`src/sv/bls_pkg.sv`:
```
// ----------------------------------------------------------------------------
// bls_pkg - shared types and constants of the bicolor LED serializer
// Holds the channel count, word widths, opcode codes and the write request
// struct that runs from the scaling stage into the storage cells.
// ----------------------------------------------------------------------------
package bls_pkg;

    localparam int CHANNELS   = 8;
    localparam int GRAY_BITS  = 12;
    localparam int WORD_COUNT = 2 * CHANNELS;
    // Word position counter width. Never below one bit.
    localparam int WP_W       = (WORD_COUNT > 1) ? $clog2(WORD_COUNT) : 1;
    // Width of the channel number on the request port.
    localparam int CH_IN_W    = 3;
    localparam int IDX_W      = (WP_W > CH_IN_W) ? WP_W : CH_IN_W;
    localparam int BIT_W      = $clog2(GRAY_BITS);

    typedef logic [GRAY_BITS-1:0] t_word;
    typedef logic [IDX_W-1:0]     t_idx;
    typedef logic [WP_W-1:0]      t_wpos;
    typedef logic [BIT_W-1:0]     t_bpos;

    localparam t_word FULL_SCALE = t_word'((1 << GRAY_BITS) - 1);
    localparam t_bpos BIT_TOP    = t_bpos'(GRAY_BITS - 1);
    localparam t_wpos WORD_LAST  = t_wpos'(WORD_COUNT - 1);

    typedef enum logic [1:0] {
        OP_SET_BIPOLAR = 2'd0,
        OP_SET_RAW     = 2'd1,
        OP_SHIFT       = 2'd2
    } t_opcode;

    // Write request for one channel: both colour words at once.
    typedef struct packed {
        logic  en;
        t_idx  channel;
        t_word red;
        t_word green;
    } t_wr_req;

endpackage

```
`src/sv/bls_scale.sv`:
```
// ----------------------------------------------------------------------------
// bls_scale - level scaling for set requests
// Turns a bipolar Q1.14 level or a pair of raw Q1.16 intensities into the
// 12-bit red and green words of one channel, with saturation.
// ----------------------------------------------------------------------------
module bls_scale
    import bls_pkg::*;
(
    input  logic                 i_accept,
    input  logic [1:0]           i_opcode,
    input  logic [CH_IN_W-1:0]   i_channel_index,
    input  logic signed [15:0]   i_bipolar_level,
    input  logic [16:0]          i_red_raw,
    input  logic [16:0]          i_green_raw,
    output t_wr_req              o_wr
);

    logic signed [16:0] lev_x;
    logic        [16:0] lev_mag;
    logic               lev_neg;
    logic               lev_sat;
    logic        [25:0] lev_prod;
    t_word              lev_val;
    logic        [28:0] red_prod;
    logic        [28:0] green_prod;
    t_word              red_val;
    t_word              green_val;

    // Bipolar path: magnitude times 4095, then drop 14 bits.
    assign lev_x    = 17'(i_bipolar_level);
    assign lev_neg  = i_bipolar_level[15];
    assign lev_mag  = lev_neg ? 17'(-lev_x) : 17'(lev_x);
    assign lev_sat  = (lev_mag >= 17'd16384);
    assign lev_prod = 26'(lev_mag[13:0]) * 26'(FULL_SCALE);
    assign lev_val  = lev_sat ? FULL_SCALE : lev_prod[25:14];

    // Raw path: times 4095, drop 16 bits, clamp at full scale.
    assign red_prod   = 29'(i_red_raw) * 29'(FULL_SCALE);
    assign green_prod = 29'(i_green_raw) * 29'(FULL_SCALE);
    assign red_val    = red_prod[28] ? FULL_SCALE : red_prod[27:16];
    assign green_val  = green_prod[28] ? FULL_SCALE : green_prod[27:16];

    always_comb begin
        o_wr.channel = t_idx'(i_channel_index);
        o_wr.en      = 1'b0;
        o_wr.red     = red_val;
        o_wr.green   = green_val;
        unique case (t_opcode'(i_opcode))
            OP_SET_BIPOLAR: begin
                o_wr.en    = i_accept;
                o_wr.red   = lev_neg ? lev_val : '0;
                o_wr.green = lev_neg ? '0 : lev_val;
            end
            OP_SET_RAW: begin
                o_wr.en = i_accept;
            end
            default: begin
                o_wr.en = 1'b0;
            end
        endcase
    end

endmodule

```
`src/sv/bls_cell.sv`:
```
// ----------------------------------------------------------------------------
// bls_cell - storage cell for one bicolor channel
// Holds the red and green words of one channel and merges the word that the
// serializer points at into the read chain passed on to its neighbor.
// ----------------------------------------------------------------------------
module bls_cell
    import bls_pkg::*;
(
    input  logic    i_clk,
    input  logic    i_rst_n,
    input  t_idx    i_cell_idx,
    input  t_wr_req i_wr,
    input  t_wpos   i_rd_pos,
    input  t_word   i_chain,
    output t_word   o_chain
);

    t_word r_red;
    t_word r_green;
    t_word n_red;
    t_word n_green;
    logic  wr_hit;
    logic  rd_hit;

    assign wr_hit = i_wr.en && (i_wr.channel == i_cell_idx);
    assign rd_hit = (t_idx'(i_rd_pos >> 1) == i_cell_idx);

    always_comb begin
        n_red   = wr_hit ? i_wr.red : r_red;
        n_green = wr_hit ? i_wr.green : r_green;
    end

    always_ff @(posedge i_clk) begin
        if (!i_rst_n) begin
            r_red   <= '0;
            r_green <= '0;
        end else begin
            r_red   <= n_red;
            r_green <= n_green;
        end
    end

    // Even word positions are red, odd ones green.
    assign o_chain = i_chain | (rd_hit ? (i_rd_pos[0] ? r_green : r_red) : '0);

endmodule

```
`src/sv/bicolor_led_grayscale_serializer_core.sv`:
```
// ----------------------------------------------------------------------------
// bicolor_led_grayscale_serializer_core - grayscale store and serial shifter
// Keeps a red and a green 12-bit grayscale word per bicolor channel and
// shifts all words out one bit per shift request, with latch and blank flags.
// ----------------------------------------------------------------------------
//
//  Channel  | Handshake                 | Payload
//  ---------+---------------------------+------------------------------------
//  request  | i_in_valid / o_in_ready   | i_opcode, i_channel_index,
//           |                           | i_bipolar_level, i_red_raw,
//           |                           | i_green_raw
//  result   | o_out_valid / i_out_ready | o_serial_bit, o_latch_pulse,
//           |                           | o_blank_level
//
// Requests are accepted back to back while o_in_ready is high. A set
// request writes its channel's two words at the accepting edge, so a
// later shift request that starts one of those words sees them. A shift
// request's result is registered into a two-entry output buffer: the
// request side stalls only when both entries hold results not yet taken.
// Reset is synchronous: all words clear to zero, the frame restarts at word
// zero, bit eleven, and blank is high until the first frame has gone out.
// ----------------------------------------------------------------------------
module bicolor_led_grayscale_serializer_core
    import bls_pkg::*;
(
    input  logic                 i_clk,
    input  logic                 i_rst_n,
    input  logic                 i_in_valid,
    output logic                 o_in_ready,
    input  logic [1:0]           i_opcode,
    input  logic [CH_IN_W-1:0]   i_channel_index,
    input  logic signed [15:0]   i_bipolar_level,
    input  logic [16:0]          i_red_raw,
    input  logic [16:0]          i_green_raw,
    output logic                 o_out_valid,
    input  logic                 i_out_ready,
    output logic                 o_serial_bit,
    output logic                 o_latch_pulse,
    output logic                 o_blank_level
);

    typedef struct packed {
        logic serial_bit;
        logic latch_pulse;
        logic blank_level;
    } t_result;

    logic    accept;
    logic    shift_req;
    t_wr_req wr;
    t_word   chain [CHANNELS+1];
    t_word   cur_word;
    t_result new_res;

    t_wpos   r_word_pos;
    t_wpos   n_word_pos;
    t_bpos   r_bit_pos;
    t_bpos   n_bit_pos;
    t_word   r_shift_word;
    t_word   n_shift_word;
    logic    r_first_done;
    logic    n_first_done;

    logic    r_out_valid;
    logic    n_out_valid;
    t_result r_out;
    t_result n_out;
    logic    r_skid_valid;
    logic    n_skid_valid;
    t_result r_skid;
    t_result n_skid;

    // The request side is open as long as the skid entry is free.
    assign o_in_ready = !r_skid_valid;
    assign accept     = i_in_valid && o_in_ready;
    assign shift_req  = accept && (t_opcode'(i_opcode) == OP_SHIFT);

    bls_scale u_scale (
        .i_accept        (accept),
        .i_opcode        (i_opcode),
        .i_channel_index (i_channel_index),
        .i_bipolar_level (i_bipolar_level),
        .i_red_raw       (i_red_raw),
        .i_green_raw     (i_green_raw),
        .o_wr            (wr)
    );

    // Row of channel cells. The word at the current position is merged into
    // the chain as it passes each cell; the far end carries the read word.
    assign chain[0] = '0;

    for (genvar g = 0; g < CHANNELS; g++) begin : g_cell
        bls_cell u_cell (
            .i_clk      (i_clk),
            .i_rst_n    (i_rst_n),
            .i_cell_idx (t_idx'(g)),
            .i_wr       (wr),
            .i_rd_pos   (r_word_pos),
            .i_chain    (chain[g]),
            .o_chain    (chain[g+1])
        );
    end

    // At the top bit of a word the fresh copy is taken from the cells;
    // lower bits come from the held copy, so later writes wait a frame.
    assign cur_word = (r_bit_pos == BIT_TOP) ? chain[CHANNELS] : r_shift_word;

    always_comb begin
        new_res.serial_bit  = cur_word[r_bit_pos];
        new_res.blank_level = !r_first_done;
        new_res.latch_pulse = 1'b0;
        n_word_pos          = r_word_pos;
        n_bit_pos           = r_bit_pos;
        n_shift_word        = r_shift_word;
        n_first_done        = r_first_done;
        if (shift_req) begin
            n_shift_word = cur_word;
            if (r_bit_pos == '0) begin
                n_bit_pos = BIT_TOP;
                if (r_word_pos == WORD_LAST) begin
                    n_word_pos          = '0;
                    new_res.latch_pulse = 1'b1;
                    n_first_done        = 1'b1;
                end else begin
                    n_word_pos = r_word_pos + t_wpos'(1);
                end
            end else begin
                n_bit_pos = r_bit_pos - t_bpos'(1);
            end
        end
    end

    // Output buffer: the main entry drives the ports, the skid entry
    // catches a result that arrives while the main entry is stalled.
    always_comb begin
        n_out_valid  = r_out_valid;
        n_out        = r_out;
        n_skid_valid = r_skid_valid;
        n_skid       = r_skid;
        if (r_out_valid && i_out_ready) begin
            if (r_skid_valid) begin
                n_out        = r_skid;
                n_skid_valid = 1'b0;
            end else begin
                n_out_valid = shift_req;
                n_out       = new_res;
            end
        end else if (!r_out_valid) begin
            n_out_valid = shift_req;
            n_out       = new_res;
        end else if (shift_req) begin
            n_skid_valid = 1'b1;
            n_skid       = new_res;
        end
    end

    always_ff @(posedge i_clk) begin
        if (!i_rst_n) begin
            r_word_pos   <= '0;
            r_bit_pos    <= BIT_TOP;
            r_shift_word <= '0;
            r_first_done <= 1'b0;
            r_out_valid  <= 1'b0;
            r_skid_valid <= 1'b0;
        end else begin
            r_word_pos   <= n_word_pos;
            r_bit_pos    <= n_bit_pos;
            r_shift_word <= n_shift_word;
            r_first_done <= n_first_done;
            r_out_valid  <= n_out_valid;
            r_skid_valid <= n_skid_valid;
        end
    end

    always_ff @(posedge i_clk) begin
        r_out  <= n_out;
        r_skid <= n_skid;
    end

    assign o_out_valid   = r_out_valid;
    assign o_serial_bit  = r_out.serial_bit;
    assign o_latch_pulse = r_out.latch_pulse;
    assign o_blank_level = r_out.blank_level;

endmodule

```
`config.mk`:
```
export PLATFORM = sky130hd
export DESIGN_NAME = bicolor_led_grayscale_serializer_core
export DESIGN_NICKNAME = d
export VERILOG_FILES = /design/src/sv/bls_pkg.sv /design/src/sv/bls_scale.sv /design/src/sv/bls_cell.sv /design/src/sv/bicolor_led_grayscale_serializer_core.sv
export SDC_FILE = /design/constraint.sdc
export NUM_CORES = 1
export LEC_CHECK = 0
export ABC_CLOCK_PERIOD_IN_PS = 8600
export BUFFER_PORTS_ARGS = -buffer_cell sky130_fd_sc_hd__buf_2
export CORE_MARGIN = 4
export CORE_UTILIZATION = 42
export DETAILED_ROUTE_END_ITERATION = 16
export PLACE_DENSITY = 0.57
export SYNTH_ARGS = -nofsm -noshare
export SYNTH_HDL_FRONTEND = slang
export SYNTH_SLANG_ARGS = --single-unit
```
`constraint.sdc`:
```
create_clock -name i_clk -period 8.6 [get_ports i_clk]
set_input_delay 0.86 -clock i_clk [delete_from_list [all_inputs] [get_ports i_clk]]
set_output_delay 0.86 -clock i_clk [all_outputs]
set_load 0.005 [all_outputs]
```
== Yosys cells after proc, flatten, opt, wreduce, memory -nomap -nowiden ==
Index checks and enable logic that the tools add are counted.

* $add $sub $neg: 3
* Multipliers: 3
* Order comparisons: 2
* Equality and inequality tests: 20
* Mux-type cells: 38
* Bitwise operators: 9
* Reduce and logical (&&, ||, !) cells: 23

{| class="wikitable"
|+ Operators with widths
! operator !! count
|-
| $mux W12 || 22
|-
| $or A12 B12 Y12 || 7
|-
| $mul A17 B12 Y29 const B || 2
|-
| $mul A14 B12 Y26 const B || 1
|-
| $eq A3 B3 Y1 const B || 8
|-
| $mux W24 || 1
|-
| $ge A17 B15 Y1 const B || 1
|-
| $mux W17 || 1
|-
| $neg A16 Y17 || 1
|-
| $eq A3 B2 Y1 const B || 4
|-
| $logic_not A4 Y1 || 3
|-
| $logic_and A1 B1 Y1 || 11
|-
| $mux W3 || 3
|-
| $eq A4 B4 Y1 const B || 2
|-
| $mux W1 || 8
|-
| $mux W4 || 2
|-
| $eq A3 B1 Y1 const B || 2
|-
| $reduce_and A3 Y1 || 2
|-
| $lt A4 B5 Y1 const B || 1
|-
| $add A4 B1 Y4 const B || 1
|-
| $bmux W1 S4 || 1
|-
| $reduce_and A2 Y1 || 2
|-
| $reduce_or A2 Y1 || 2
|-
| $sub A4 B1 Y4 const B || 1
|-
| other kinds (7) || 9
|}

* Flip-flop bits (word level): 221
* Bits of input ports: 59
* Output and inout port bits: 5
* Logic and storage cells: 126

== Logic depth before layout (Yosys ltp) ==
* Depth in word-level cells: 14
* Gate-level depth with buffers: 28
* Gate-level depth less buffers: 26

== By module ==
Synthesis repeated with hierarchy kept, for this count alone.

* Cells, all modules: 2517
* Area, all modules: 23433.7 sq um

{| class="wikitable"
|+ By module, submodules not included
! module !! instances !! cells an instance !! area an instance (sq um) !! sequential area each (sq um)
|-
| bls_scale || 1 || 1250 || 11913.9 || 0.0
|-
| bls_cell || 8 || 139 || 1258.7 || 480.5
|-
| bicolor_led_grayscale_serializer_core || 1 || 155 || 1450.1 || 640.6
|}

== Worst setup path before layout ==
OpenSTA, ideal clock, no wires.

* Path type: input port to flip-flop
* From: in i_bipolar_level[3]
* To: reg g_cell[6].u_cell.r_red[8]
* Library setup time: 0.137 ns
* Arrival: 7.073 ns
* Required time: 8.463 ns
* Path slack: 1.390 ns
* Stages on the path: 23
* Path buffers: 1
* Cell sequence: or4_1 -> or2_2 -> o31ai_1 -> xor2_1 -> xnor2_1 -> ha_1 -> o21bai_1 -> fa_1 -> fa_1 -> fa_1 -> inv_1 -> fa_1 -> inv_1 -> ha_1 -> clkbuf_1 -> a21oi_1 -> nand2_1 -> a211o_1 -> and2_1 -> a311oi_1 -> o21bai_1 -> a22oi_1 -> a21oi_1

* Longest elaborated chain between the ends: 6
* Elaborated cells on any way between the ends: 7
* Those cells by class: add/sub: 1; mul: 1; order compare: 1; mux: 4

{| class="wikitable"
|+ Ends and longest elaborated chain
! item !! RTL line !! source
|-
| start: declaration || bicolor_led_grayscale_serializer_core.sv:32 || <nowiki>input logic signed [15:0] i_bipolar_level,</nowiki>
|-
| $neg A16 Y17 || bls_scale.sv:32 || <nowiki>assign lev_mag = lev_neg ? 17'(-lev_x) : 17'(lev_x);</nowiki>
|-
| $mux W17 * || bls_scale.sv:32 ||
|-
| $mul A14 B12 Y26 / $ge A17 B15 Y1 (equally long branches) || bls_scale.sv:34, bls_scale.sv:33 ||
|-
| $mux W12 * || bls_scale.sv:35 || <nowiki>assign lev_val = lev_sat ? FULL_SCALE : lev_prod[25:14];</nowiki>
|-
| $mux W12 * || bls_scale.sv:51 || <nowiki>o_wr.red = lev_neg ? lev_val : '0;</nowiki>
|-
| $mux W24 * || bls_scale.sv:48 || <nowiki>unique case (t_opcode'(i_opcode))</nowiki>
|-
| end signal: assignment || bls_cell.sv:38 || <nowiki>r_red <= n_red;</nowiki>
|-
| end: declaration || bls_cell.sv:18 || <nowiki>t_word r_red;</nowiki>
|}

Mark *: on every way between the ends. The rest lies on a longest branch, timed or not.
A chain may end at the register's enable or synchronous reset.

== Final worst setup path ==
* From: in i_bipolar_level[0]
* To: reg g_cell[7].u_cell.r_red[5]

* Longest elaborated chain between the ends: 6
* Elaborated cells on any way between the ends: 7
* Those cells by class: add/sub: 1; mul: 1; order compare: 1; mux: 4

{| class="wikitable"
|+ Ends and longest elaborated chain
! item !! RTL line
|-
| $neg A16 Y17 || bls_scale.sv:32
|-
| $mux W17 * || bls_scale.sv:32
|-
| $mul A14 B12 Y26 / $ge A17 B15 Y1 (equally long branches) || bls_scale.sv:34, bls_scale.sv:33
|-
| $mux W12 * || bls_scale.sv:35
|-
| $mux W12 * || bls_scale.sv:51
|-
| $mux W24 * || bls_scale.sv:48
|-
| end signal: assignment || bls_cell.sv:38
|-
| end: declaration || bls_cell.sv:18
|}

Marked as above.

==> metrics.md <==
| Metric | Value |
|---|---|
| Distinct cells, synth | 87 |
| Slew HR | 15.9% |
| Port Buf Inserts | 63 |
| Die area | 56300 um2 |
| Vias in the first global route | 18500 |
| Max Cap Violations | 0 |
| Total GRT Usage | 23.0% |
| CP dominant cell by count | inv_1 |
| Sequential element share of the synthesized area | 20.3% |
| Dominant cell by count in the synthesized netlist | inv_1 |
| Post-synth EDFFs | 6 |
| Share of cells above drive strength 1 | 6.83% |
| Max Fclk | 131 MHz |
| Yosys top cell area share | 23.6% |
| Critical Path Sink Type | register |
| R2R setup slack | 4.92 ns |
| Core footprint | 51700 um2 |
| Synth async-reset ratio | 0% |
| Final Critical Period | 7.65 ns |
| Die extent in y | 237 um |
| Worst-Margin Slew | 1.26 ns |
| Maximum clock path buffer count | 3 |
| Status | complete, no violations |
| Starting DRT DRC Count | 1662 |
| Gpl congestion | 0.889 |
| CP Launch Type | input port |
| Hold path start | g_cell[1].u_cell.r_red[5] |
| # diodes | 0 |
| Initial antenna violation count | 0 |
| Synth top cells by count | inv_1, fa_1, dfxtp_1 |
| # nets final | 2952 |
| Largest fanout on the critical path | 8 |
| Top_reg_cell synth | dfxtp_1 |
| CTS tree | yes |
| Cells after Synth | 2412 |
| Drt wl/cell | 20.9 um |
| Total gr overflow | 0 |
| 1st-pass router iterations | 6 |
| Setup TNS | 0 ns |
| Fillers | 5057 |
| Reg2reg end | r_skid[2] |
| Final setup vio count | 0 |
| Ports | 64 |
| Total Routed Length | 65500 um |
| Die width | 237 um |
| Vias | 18100 |
| R2R depth | 9 |
| DRC Markers | 0 |
| Synth Cell Area | 22100 um2 |
| Reg clk slew, reported paths | 0.06 ns |
| Tcrit/Tclk final | 89.0% |
| Hold path depth | 2 |
| Yosys top cell by area | fa_1 |
| Mapped Nets | 2923 |
| Synth Register Bits | 221 |
| First-pass GRT wire length | 104000 um |
| Worst-Skew Late Latency | 0.53 ns |
| CTS Root Cell | clkbuf_16 |
| Synth area leaders | fa_1, dfxtp_1, ha_1, inv_1, mux2i_1 |
| Biggest cell delay along the critical path | 0.58 ns |
| DP HPWL | 50400 um |
| Endpoints failing hold | 0 |
| Largest net degree at the start of global routing | 75 |
| Synth-to-layout area growth | 8.64% |
| Avg Inst Size Synth | 9.16 um2 |
| WP data required | 9.03 ns |
| WS Path Type | input port to register |
| Row count | 83 |
| Unrepaired setup endpoints after global routing | false |
| Hold Path End | g_cell[1].u_cell.r_red[5] |
| Setup Fix Bufs, Post-CTS | 0 |
| Critical path's slowest cell | or4b_1 |
| Worst reg2reg startpoint | r_word_pos[0] |
| Routed vias/inst | 5.78 |
| Fin. max-slew vios | 0 |
| Clk sink count | 221 |
| Total CTS buffers | 26 |
| Warnings from Yosys | 0 |
| Clock Skews | 0.00659 ns |
| Worst EP arrival | 8.09 ns |
| Post_cts resized | 0 |
| Initial Util | 42.7% |
| Worst min-delay path category | register to register |
| Detail Route Antenna Nets | 0 |
| CTS Hold Buffers Added | 0 |
| H-tree depth | 1 |
## per-stage QoR
stage	instance area [um2]	hold slack, ns	std cells	setup slack [ns]	utilization, %
finish	24000	0.453	3139	0.947	46.4
global route	24000	0.479	3139	0.448	46.4
CTS	24000	0.452	3139	0.980	46.4
detailed placement	23100	0.439	3093	0.472	44.7
global placement	23100	0.438	3092	0.691	44.7
floorplan	22100	0.424	2412	1.39	-
## worst max-delay path: cells and delay by family
family / cells / cell delay (ns)
AO/OA/AOI/OAI: 9 / 2.07
AND/OR/NAND/NOR: 2 / 0.76
XOR/XNOR: 4 / 1.10
buffers and inverters: 9 / 1.11
adder cells (fa/ha/maj): 6 / 2.17
## routing by layer
layer  global-route usage, %  share of wire [%]
met5                       0                  0
met4                    5.64                3.1
met3                    2.39                5.7
met2                    39.0                 47
met1                    31.8                 44
## sequential cells by signal, summed over array words and instances (netlist names)
name,cells
o_blank_level,1
g_cell.u_cell.r_red,96
r_word_pos,4
r_shift_word,12
o_out_valid,1
r_first_done,1
o_latch_pulse,1
o_serial_bit,1
r_bit_pos,4
g_cell.u_cell.r_green,96
r_skid_valid,1
r_skid,3
## cells by family (layout without fill, tap and decap cells)
logic type      Yosys count  after routing  synth area share [%]
buf+inv                 446            493                  7.64
mux                      79             79                  3.65
simple gates            550            550                  12.4
xor+xnor                 90             90                  3.60
flops                   221            221                  20.3
compound gates          573            573                  17.9
fa+ha+maj               453            453                  34.5
## layout make-up
| type | count | area [um2] | share of cell area (%) |
|---|---|---|---|
| Clock inverter | 11 | 128 | 0.532 |
| Clock buffer | 35 | 736 | 3.07 |
| Multi-Input combinational cell | 1745 | 15900 | 66.3 |
| Sequential cell | 221 | 4490 | 18.7 |
| Inverter | 352 | 1320 | 5.51 |
| Tap cell | 680 | 851 | 3.55 |
| Timing Repair Buffer | 95 | 556 | 2.32 |
## placed cells by master (no fill, tap or decap), drive strengths merged, types with 7 or more instances in the layout
master and count:
inv 350, fa 260, dfxtp 215, ha 192
nand2 161, o21ai 124, nand3 116, buf 95
a21oi 88, nor2 82, o31ai 76, mux2i 76
xnor2 62, a22o 49, and2 47, clkbuf 35
nor3 32, xor2 28, a21o 28, o22ai 26
a21boi 21, nor2b 19, a31oi 19, and3 15
a221oi 15, o211ai 13, o21a 13, nand4 13
a22oi 12, or3 11, a211oi 10, o221ai 10
clkinv 9, o21bai 8, a32oi 8, or4 8
nor4 7
## how the worst max path moves through the flow
| stage | slack [ns] | startpoint | cells after the start | endpoint |
|---|---|---|---|---|
| floorplan | 1.39 | i_bipolar_level[3] | 23 | g_cell[6].u_cell.r_red[8] |
| global placement | 0.69 | i_bipolar_level[3] | 24 | g_cell[3].u_cell.r_red[5] |
| detailed placement | 0.47 | i_bipolar_level[0] | 30 | g_cell[2].u_cell.r_red[5] |
| CTS | 0.98 | i_bipolar_level[0] | 30 | g_cell[2].u_cell.r_red[5] |
| global route | 0.45 | i_bipolar_level[0] | 30 | g_cell[2].u_cell.r_red[5] |
| finish | 0.95 | i_bipolar_level[0] | 30 | g_cell[7].u_cell.r_red[5] |
Power is left out: the tool's default activity adds up to more than one toggle a clock period on the data nets, which glitch-free logic cannot reach.
